File: src/irpwfe_pkg.sv
// Shared types and constants for the infrared pulse-width frame encoder.
// Used by irpwfe_seq and ir_pulse_width_frame_encoder_top; depends on nothing.

package irpwfe_pkg;

    // Widths fixed by the item and register fields.
    localparam int unsigned DataWidth   = 8;
    localparam int unsigned CountWidth  = 24;
    localparam int unsigned PulseWidth  = 8;
    localparam int unsigned CfgIdxWidth = 2;

    // Register values after reset.
    localparam logic [PulseWidth-1:0] PreamblePulsesRst = 8'd5;
    localparam logic [CountWidth-1:0] PreambleTicksRst  = 24'd150000;
    localparam logic [CountWidth-1:0] ShortTicksRst     = 24'd70000;
    localparam logic [CountWidth-1:0] LongTicksRst      = 24'd280000;

    // Largest data value that is sent as it stands.
    localparam logic [DataWidth-1:0] DataMax = 8'd3;

    typedef enum logic
    {
        OP_START = 1'b0,
        OP_TICK  = 1'b1
    } op_t;

    typedef enum logic [CfgIdxWidth-1:0]
    {
        CFG_PREAMBLE_PULSES = 2'd0,
        CFG_PREAMBLE_TICKS  = 2'd1,
        CFG_SHORT_TICKS     = 2'd2,
        CFG_LONG_TICKS      = 2'd3
    } cfg_idx_t;

    typedef enum logic [2:0]
    {
        PH_IDLE    = 3'd0,
        PH_PRE_ON  = 3'd1,
        PH_PRE_OFF = 3'd2,
        PH_BIT_ON  = 3'd3,
        PH_BIT_OFF = 3'd4
    } phase_t;

    typedef struct packed
    {
        logic [PulseWidth-1:0] preamble_pulses;
        logic [CountWidth-1:0] preamble_ticks;
        logic [CountWidth-1:0] short_ticks;
        logic [CountWidth-1:0] long_ticks;
    } cfg_t;

    typedef struct packed
    {
        logic carrier_on;
        logic busy_res;
        logic frame_done;
    } res_t;

endpackage

File: src/ir_pulse_width_frame_encoder_top.sv
// Top level of the infrared pulse-width frame encoder: register file,
// result register with skid stage. Depends on irpwfe_pkg and irpwfe_seq.
//
//   Channel   Handshake               Payload
//   input     in_valid / in_stall     op, frame_value
//   result    out_valid / out_stall   carrier_on, busy_res, frame_done
//   config    cfg_valid / cfg_ready   cfg_index, cfg_data
//
// The sequencer state and the result are worked out in the cycle of acceptance;
// the result is registered, or goes to the skid stage behind a held result.
// Items may therefore be accepted in every cycle while the result side drains.
// Reset is asynchronous and active low; it returns the sequencer to idle and
// loads the registers with their default values. The register port is always ready.
// A stall on the result side is absorbed by a one-entry skid stage; in_stall
// rises only once that stage is full, and it comes straight from a flip-flop.

module ir_pulse_width_frame_encoder_top
(
    input  logic                                   clk,
    input  logic                                   rst_n,

    input  logic                                   in_valid,
    output logic                                   in_stall,
    input  logic                                   op,
    input  logic [irpwfe_pkg::DataWidth-1:0]       frame_value,

    output logic                                   out_valid,
    input  logic                                   out_stall,
    output logic                                   carrier_on,
    output logic                                   busy_res,
    output logic                                   frame_done,

    input  logic                                   cfg_valid,
    output logic                                   cfg_ready,
    input  logic [irpwfe_pkg::CfgIdxWidth-1:0]     cfg_index,
    input  logic [irpwfe_pkg::CountWidth-1:0]      cfg_data
);

    irpwfe_pkg::cfg_t   cfg_reg;
    irpwfe_pkg::res_t   seq_res;
    irpwfe_pkg::res_t   out_res_reg;
    irpwfe_pkg::res_t   skid_res_reg;
    logic               out_valid_reg, out_valid_next;
    logic               skid_valid_reg, skid_valid_next;
    logic               in_accept;
    logic               out_take;
    logic               out_load;
    logic               skid_load;
    logic               cfg_write;

    // ---------------------------------------------------------------
    // Register file. Writes are only expected while no frame runs.
    // ---------------------------------------------------------------
    assign cfg_ready = 1'b1;
    assign cfg_write = cfg_valid && cfg_ready;

    always_ff @(posedge clk or negedge rst_n)
    begin
        if (!rst_n)
        begin
            cfg_reg.preamble_pulses <= irpwfe_pkg::PreamblePulsesRst;
            cfg_reg.preamble_ticks  <= irpwfe_pkg::PreambleTicksRst;
            cfg_reg.short_ticks     <= irpwfe_pkg::ShortTicksRst;
            cfg_reg.long_ticks      <= irpwfe_pkg::LongTicksRst;
        end
        else if (cfg_write)
        begin
            case (irpwfe_pkg::cfg_idx_t'(cfg_index))
                irpwfe_pkg::CFG_PREAMBLE_PULSES:
                    cfg_reg.preamble_pulses <= cfg_data[irpwfe_pkg::PulseWidth-1:0];
                irpwfe_pkg::CFG_PREAMBLE_TICKS:
                    cfg_reg.preamble_ticks  <= cfg_data;
                irpwfe_pkg::CFG_SHORT_TICKS:
                    cfg_reg.short_ticks     <= cfg_data;
                irpwfe_pkg::CFG_LONG_TICKS:
                    cfg_reg.long_ticks      <= cfg_data;
                default:
                begin
                end
            endcase
        end
    end

    // ---------------------------------------------------------------
    // Sequencer. It updates its state on the accepted beat and gives
    // the result of that beat combinationally.
    // ---------------------------------------------------------------
    assign in_stall  = skid_valid_reg;
    assign in_accept = in_valid && !in_stall;

    irpwfe_seq u_seq
    (
        .clk         (clk),
        .rst_n       (rst_n),
        .accept      (in_accept),
        .op          (irpwfe_pkg::op_t'(op)),
        .frame_value (frame_value),
        .cfg         (cfg_reg),
        .res         (seq_res)
    );

    // ---------------------------------------------------------------
    // Result register and skid stage. The result register is refilled
    // from the skid stage first, so beats leave in order.
    // ---------------------------------------------------------------
    assign out_take = out_valid_reg && !out_stall;

    always_comb
    begin
        out_valid_next  = out_valid_reg;
        skid_valid_next = skid_valid_reg;
        out_load        = 1'b0;
        skid_load       = 1'b0;

        if (out_take || !out_valid_reg)
        begin
            if (skid_valid_reg)
            begin
                out_valid_next  = 1'b1;
                skid_valid_next = 1'b0;
            end
            else if (in_accept)
            begin
                out_valid_next = 1'b1;
                out_load       = 1'b1;
            end
            else
            begin
                out_valid_next = 1'b0;
            end
        end
        else if (in_accept)
        begin
            skid_valid_next = 1'b1;
            skid_load       = 1'b1;
        end
    end

    always_ff @(posedge clk or negedge rst_n)
    begin
        if (!rst_n)
        begin
            out_valid_reg  <= 1'b0;
            skid_valid_reg <= 1'b0;
        end
        else
        begin
            out_valid_reg  <= out_valid_next;
            skid_valid_reg <= skid_valid_next;
        end
    end

    always_ff @(posedge clk)
    begin
        if (out_load)
        begin
            out_res_reg <= seq_res;
        end
        else if ((out_take || !out_valid_reg) && skid_valid_reg)
        begin
            out_res_reg <= skid_res_reg;
        end

        if (skid_load)
        begin
            skid_res_reg <= seq_res;
        end
    end

    assign out_valid  = out_valid_reg;
    assign carrier_on = out_res_reg.carrier_on;
    assign busy_res   = out_res_reg.busy_res;
    assign frame_done = out_res_reg.frame_done;

`ifndef SYNTHESIS
    // The skid stage only fills behind a held result.
    assert property (@(posedge clk) disable iff (!rst_n)
        skid_valid_reg |-> out_valid_reg)
        else $error("skid stage full while result register empty");

    // A held result is never dropped.
    assert property (@(posedge clk) disable iff (!rst_n)
        (out_valid_reg && out_stall) |=> out_valid_reg)
        else $error("stalled result lost");

    // Carrier and frame end only occur inside a frame.
    assert property (@(posedge clk) disable iff (!rst_n)
        (out_valid_reg && (carrier_on || frame_done)) |-> busy_res)
        else $error("carrier or frame end outside a frame");

    // Frame end comes on a tick with the carrier off.
    assert property (@(posedge clk) disable iff (!rst_n)
        (out_valid_reg && frame_done) |-> !carrier_on)
        else $error("frame end with carrier on");
`endif

endmodule

File: src/irpwfe_seq.sv
// Frame sequencer: phase state machine, period counter and bit selection.
// Uses irpwfe_pkg for the phase, op, register and result types.

module irpwfe_seq
(
    input  logic                                 clk,
    input  logic                                 rst_n,
    input  logic                                 accept,
    input  irpwfe_pkg::op_t                      op,
    input  logic [irpwfe_pkg::DataWidth-1:0]     frame_value,
    input  irpwfe_pkg::cfg_t                     cfg,
    output irpwfe_pkg::res_t                     res
);

    irpwfe_pkg::phase_t                     phase_reg, phase_next;
    logic [irpwfe_pkg::CountWidth-1:0]      period_count_reg, period_count_next;
    logic [irpwfe_pkg::PulseWidth-1:0]      pulses_left_reg, pulses_left_next;
    logic                                   bit_index_reg, bit_index_next;
    logic [1:0]                             frame_bits_reg, frame_bits_next;
    logic [1:0]                             start_bits;
    logic [irpwfe_pkg::PulseWidth-1:0]      pulses_dec;

    always_ff @(posedge clk or negedge rst_n)
    begin
        if (!rst_n)
        begin
            phase_reg        <= irpwfe_pkg::PH_IDLE;
            period_count_reg <= '0;
            pulses_left_reg  <= '0;
            bit_index_reg    <= 1'b0;
            frame_bits_reg   <= 2'b00;
        end
        else
        begin
            phase_reg        <= phase_next;
            period_count_reg <= period_count_next;
            pulses_left_reg  <= pulses_left_next;
            bit_index_reg    <= bit_index_next;
            frame_bits_reg   <= frame_bits_next;
        end
    end

    // Values above the two-bit range are sent as zero.
    assign start_bits = (frame_value > irpwfe_pkg::DataMax) ? 2'b00 : frame_value[1:0];
    assign pulses_dec = pulses_left_reg - 1'b1;

    always_comb
    begin
        phase_next        = phase_reg;
        period_count_next = period_count_reg;
        pulses_left_next  = pulses_left_reg;
        bit_index_next    = bit_index_reg;
        frame_bits_next   = frame_bits_reg;
        res               = '0;

        if (accept)
        begin
            if (op == irpwfe_pkg::OP_START)
            begin
                res.busy_res = 1'b1;
                if (phase_reg == irpwfe_pkg::PH_IDLE)
                begin
                    frame_bits_next = start_bits;
                    bit_index_next  = 1'b0;
                    if (cfg.preamble_pulses != '0)
                    begin
                        phase_next        = irpwfe_pkg::PH_PRE_ON;
                        pulses_left_next  = cfg.preamble_pulses;
                        period_count_next = cfg.preamble_ticks;
                    end
                    else
                    begin
                        pulses_left_next  = '0;
                        phase_next        = irpwfe_pkg::PH_BIT_ON;
                        period_count_next = start_bits[1] ? cfg.long_ticks : cfg.short_ticks;
                    end
                end
            end
            else if (phase_reg != irpwfe_pkg::PH_IDLE)
            begin
                res.busy_res   = 1'b1;
                res.carrier_on = (phase_reg == irpwfe_pkg::PH_PRE_ON) ||
                                 (phase_reg == irpwfe_pkg::PH_BIT_ON);
                if (period_count_reg > 24'd1)
                begin
                    period_count_next = period_count_reg - 1'b1;
                end
                else
                begin
                    case (phase_reg)
                        irpwfe_pkg::PH_PRE_ON:
                        begin
                            phase_next        = irpwfe_pkg::PH_PRE_OFF;
                            period_count_next = cfg.preamble_ticks;
                        end
                        irpwfe_pkg::PH_PRE_OFF:
                        begin
                            pulses_left_next = pulses_dec;
                            if (pulses_dec != '0)
                            begin
                                phase_next        = irpwfe_pkg::PH_PRE_ON;
                                period_count_next = cfg.preamble_ticks;
                            end
                            else
                            begin
                                // Bit index is still zero here: the high bit goes first.
                                phase_next        = irpwfe_pkg::PH_BIT_ON;
                                period_count_next = frame_bits_reg[1] ? cfg.long_ticks
                                                                      : cfg.short_ticks;
                            end
                        end
                        irpwfe_pkg::PH_BIT_ON:
                        begin
                            phase_next        = irpwfe_pkg::PH_BIT_OFF;
                            period_count_next =
                                frame_bits_reg[~bit_index_reg] ? cfg.short_ticks
                                                               : cfg.long_ticks;
                        end
                        default:
                        begin
                            if (!bit_index_reg)
                            begin
                                bit_index_next    = 1'b1;
                                phase_next        = irpwfe_pkg::PH_BIT_ON;
                                period_count_next = frame_bits_reg[0] ? cfg.long_ticks
                                                                      : cfg.short_ticks;
                            end
                            else
                            begin
                                phase_next        = irpwfe_pkg::PH_IDLE;
                                period_count_next = '0;
                                bit_index_next    = 1'b0;
                                res.frame_done    = 1'b1;
                            end
                        end
                    endcase
                end
            end
        end
    end

endmodule
File: config.mk
export PLATFORM = sky130hd
export DESIGN_NAME = ir_pulse_width_frame_encoder_top
export DESIGN_NICKNAME = d
export VERILOG_FILES = /design/src/irpwfe_pkg.sv /design/src/ir_pulse_width_frame_encoder_top.sv /design/src/irpwfe_seq.sv
export SDC_FILE = /design/constraint.sdc
export NUM_CORES = 1
export LEC_CHECK = 0
export BUFFER_PORTS_ARGS = -buffer_cell sky130_fd_sc_hd__buf_2
export CAP_MARGIN = 40
export CORE_AREA = 8 8 161 163
export DETAILED_ROUTE_END_ITERATION = 7
export DIE_AREA = 0 0 169 171
export GPL_ROUTABILITY_DRIVEN = 0
export HOLD_SLACK_MARGIN = 0.02
export PLACE_DENSITY_LB_ADDON = 0.05
export SLEW_MARGIN = 20
export SYNTH_ARGS = -nofsm -noshare
export SYNTH_HDL_FRONTEND = slang
export SYNTH_SLANG_ARGS = --single-unit
File: constraint.sdc
create_clock -name clk -period 2.7 [get_ports clk]
set_input_delay 0.27 -clock clk [delete_from_list [all_inputs] [get_ports clk]]
set_output_delay 0.27 -clock clk [all_outputs]
set_load 0.02 [all_outputs]
==> parameters.txt <==
Parameter                              Value

STA
  Max Clock Skew ... 12.4 ps
  Final Critical Period ... 2520 ps
  Ratio of final minimum period to clock period ... 0.934
  Summed negative setup slack over all endpoints ... 0 ps
  Relative slew margins ... 0.458
  Final count of pins violating max slew ... 0
  Unrepaired setup endpoints after global routing ... no
  Final hold violation count ... 0
  Least-Margin Pin Slew ... ~800 ps
  Final Setup Violations ... 0
  Highest clock rate ... ~0.4 GHz

Synthesis
  Most area-consuming cells after synthesis ... sky130_fd_sc_hd__dfrtp_1, sky130_fd_sc_hd__mux2_2, sky130_fd_sc_hd__mux2i_1
  Number of distinct library cells after synthesis ... between 70 and 80
  Most instantiated library cell after synthesis ... sky130_fd_sc_hd__mux2_2
  Async set-reset flop share out of synthesis ... 0.952
  Part of the Yosys area used for sequential elements ... 0.398
  Mean post-synth cell area ... around 10 um2
  Total of flip-flops plus latches after synthesis ... between 100 and 150
  Cell count after synthesis ... around 800
  Nets in the synthesized netlist ... about 840
  Cell type contributing the most total cell area after synthesis ... sky130_fd_sc_hd__dfrtp_1
  Area share of the largest cell type after synthesis ... 0.304
  Synthesized cell area ... around 8000 um2
  Commonest register cell after synthesis ... sky130_fd_sc_hd__dfrtp_1
  Leading cell types by count after synthesis ... sky130_fd_sc_hd__mux2_2, sky130_fd_sc_hd__dfrtp_1, sky130_fd_sc_hd__mux2i_1, sky130_fd_sc_hd__nand2_1, sky130_fd_sc_hd__nor2_1
  Yosys Warn Count ... 0
  Count of flip-flops with a built-in enable after synthesis ... 6

Detailed routing
  DRC violations left ... 0
  Post-detailed-route wirelength per cell ... about 23 um
  Final ANT Viol Nets ... 0
  Number of violations reported at the end of detailed-routing iteration 0 ... 512
  Post-detailed-route via-to-cell ratio ... about 5.7
  Wire length on met1 ... 12700 um
  Max layer used ... met4
  Total length of routed met2 wires ... ~12000 um
  Total Routed Length ... around 27000 um
  Met3 wire length ... roughly 1300 um
  Vias after detailed routing ... 6755
  Router iterations before antenna repair ... 5

CTS
  Setup repair bufs after CTS ... 0
  Root buf cell ... sky130_fd_sc_hd__clkbuf_16
  Number of buffers created by CTS ... 17
  CTS tree ... yes
  Largest buffer count on any clock path ... 2
  Number of clock sinks ... 126
  Later-pin clock latency in the skew report ... around 420 ps
  Register clock-pin slew on the reported worst setup and hold paths ... 60 ps
  CTS H-Tree Depth ... 4

GRT
  Grt ovf ... 0
  GRT Total Usage ... 0.189
  Number of global-route vias before repair ... 6912
  First-pass GRT wire length ... 41700 um
  Largest net degree at the start of global routing ... 54
  Number of antenna violations at the first check in global routing ... 0

Final layout
  Filler Cell Count ... between 2000 and 2500
  Multi-input logic area ... 4580 um2
  Area growth from synthesis to layout ... 16.8%
  Antenna fix cells ... 0
  Layout cell share with drive strength beyond 1 ... 0.310
  Number of nets in the layout ... roughly 890
  Largest register FFs ... 80
  Sequential Area ... ~3200 um2

Floorplan
  Starting Density ... 0.347
  Die area ... just under 30000 um2
  I/O pin count ... between 40 and 50
  Count of standard-cell rows ... 56
  Die Width ... about 170 um
  Core ar. ... approximately 23000 um2
  Vertical die dimension ... ~170 um

Critical path
  Type of origin of the critical path ... register
  Timing startpoint of the critical path ... u_seq.pulses_left_reg[0]
  Critical Path AT ... approximately 2900 ps
  Stage delay of the slowest cell on the critical path ... 430 ps
  Crit Path Class ... register to register
  List of cells traversed by the critical path ... or3_4 > a2111oi_4 > buf_4 > a21oi_1 > a211oi_1 > o21ai_0 > a31oi_1
  CP endpoint kind ... register
  Cell with the biggest individual delay on the critical path ... sky130_fd_sc_hd__or3_4
  Crit path required time ... roughly 3000 ps
  Peak fanout along the critical path ... 22
  FF-to-FF Start ... u_seq.pulses_left_reg[0]

Power
  Sequential share of power ... 0.425
  Internal power ... 4.30 mW
  Tot Pwr ... 6.45 mW
  Switching power share of the total ... 0.333
  Leakage power of the design ... between 3 and 4 nW
  Power density normalized to cell area ... 685 nW/um2
  Clock network fraction of total power ... 0.347
  Worst vdd ir ... about 360 uV
  Combinational group share of total power ... 0.229
  Power spent charging and discharging nets ... 2.15 mW

Placement
  Placed wire-length estimate after detailed placement ... about 18000 um
  Port-buffer cells ... 44

Run
  Maxcap violations ... 0

Run status
  Status ... complete, no violations

Hold path
  Hold crit path type ... primary input to register
  Startpoint of the most critical hold path ... cfg_data[9]
power by group through the flow:
stage	clock network [mW]	logic (mW)	registers [mW]
2_1_floorplan	0	1.06	2.63
3_3_place_gp	0	1.44	2.74
3_5_place_dp	0	1.46	2.76
4_1_cts	2.29	1.47	2.73
5_1_grt	2.39	1.62	2.80
6_report	2.24	1.48	2.74
per-stage QoR:
stage	utilization	setup slack [ps]	instance area, um2	hold slack (ps)	cells
after CTS	0.405	157	9410	96.1	1179
after global routing	0.405	8.05	9420	104	1179
final	0.405	178	9420	112	1179
after floorplan	-	174	8060	-25.6	795
after detailed placement	0.380	181	8840	364	1146
after global placement	0.380	196	8830	367	1145
area by class of cell:
type                            count  area share
Tap cell                          319      0.0424
Sequential cell                   126       0.341
Timing Repair Buffer               89      0.0668
Clock buffer                       17      0.0452
Clock inverter                     15      0.0148
Inverter                            8     0.00319
Multi-Input combinational cell    605       0.487
per-layer routing:
| layer | global-route usage | vias up |
|---|---|---|
| met5 | 0 | - |
| met4 | 0.0666 | 0 |
| met3 | 0.0304 | 38 |
| met2 | 0.296 | 213 |
| met1 | 0.260 | 3357 |
| li1 | - | 3147 |
logic make-up after synthesis:
| family | Yosys count | share of synthesized area |
|---|---|---|
| compound gates | 208 | 0.181 |
| simple gates | 199 | 0.123 |
| mux | 177 | 0.235 |
| flops | 126 | 0.398 |
| buf+inv | 64 | 0.0371 |
| xor+xnor | 13 | 0.0141 |
| fa+ha+maj | 7 | 0.0109 |
| other cells | 1 | 0.000465 |
worst max-delay path: cells and delay by family, from the launching register on:
family	cells	cell delay [ps]
AND/OR/NAND/NOR	1	430
AO/OA/AOI/OAI	5	1170
flip-flops	1	420
buffers and inverters	1	400
placed cells by master (no fill, tap or decap), types with 13 or more instances in the layout:
| cell | n |
|---|---|
| sky130_fd_sc_hd__mux2i_1 | 76 |
| sky130_fd_sc_hd__buf_2 | 43 |
| sky130_fd_sc_hd__mux2_2 | 100 |
| sky130_fd_sc_hd__buf_4 | 39 |
| sky130_fd_sc_hd__clkbuf_16 | 17 |
| sky130_fd_sc_hd__nand3_1 | 21 |
| sky130_fd_sc_hd__a211oi_1 | 28 |
| sky130_fd_sc_hd__nor2_1 | 52 |
| sky130_fd_sc_hd__dfrtp_1 | 98 |
| sky130_fd_sc_hd__nand2_1 | 54 |
| sky130_fd_sc_hd__o21ai_0 | 36 |
| sky130_fd_sc_hd__nor3_1 | 21 |
| sky130_fd_sc_hd__dfstp_2 | 22 |
| sky130_fd_sc_hd__o211ai_1 | 13 |
| sky130_fd_sc_hd__a31oi_1 | 13 |
| sky130_fd_sc_hd__o221ai_1 | 15 |
| sky130_fd_sc_hd__a21oi_1 | 41 |
what timing repair did:
| action | CTS | global route |
|---|---|---|
| hold endpoints to repair | 45 | 0 |
| setup endpoints to repair | 0 | 1 |
| resized for setup | 0 | 1 |
| hold buffers | 1 | 0 |
path summary, 6_finish.rpt:
check	cells after the start	to	slack (ps)
hold / removal	2	cfg_reg[9]	110
min in group asynchronous	2	cfg_reg[22]	440
setup / recovery	7	u_seq.period_count_reg[18]	180
hold reg to reg	1	u_seq.pulses_left_reg[6]	510
max in group asynchronous	3	cfg_reg[74]	1420
setup reg to reg	7	u_seq.period_count_reg[18]	180
Note: power is estimated with default switching activity, not from simulation.
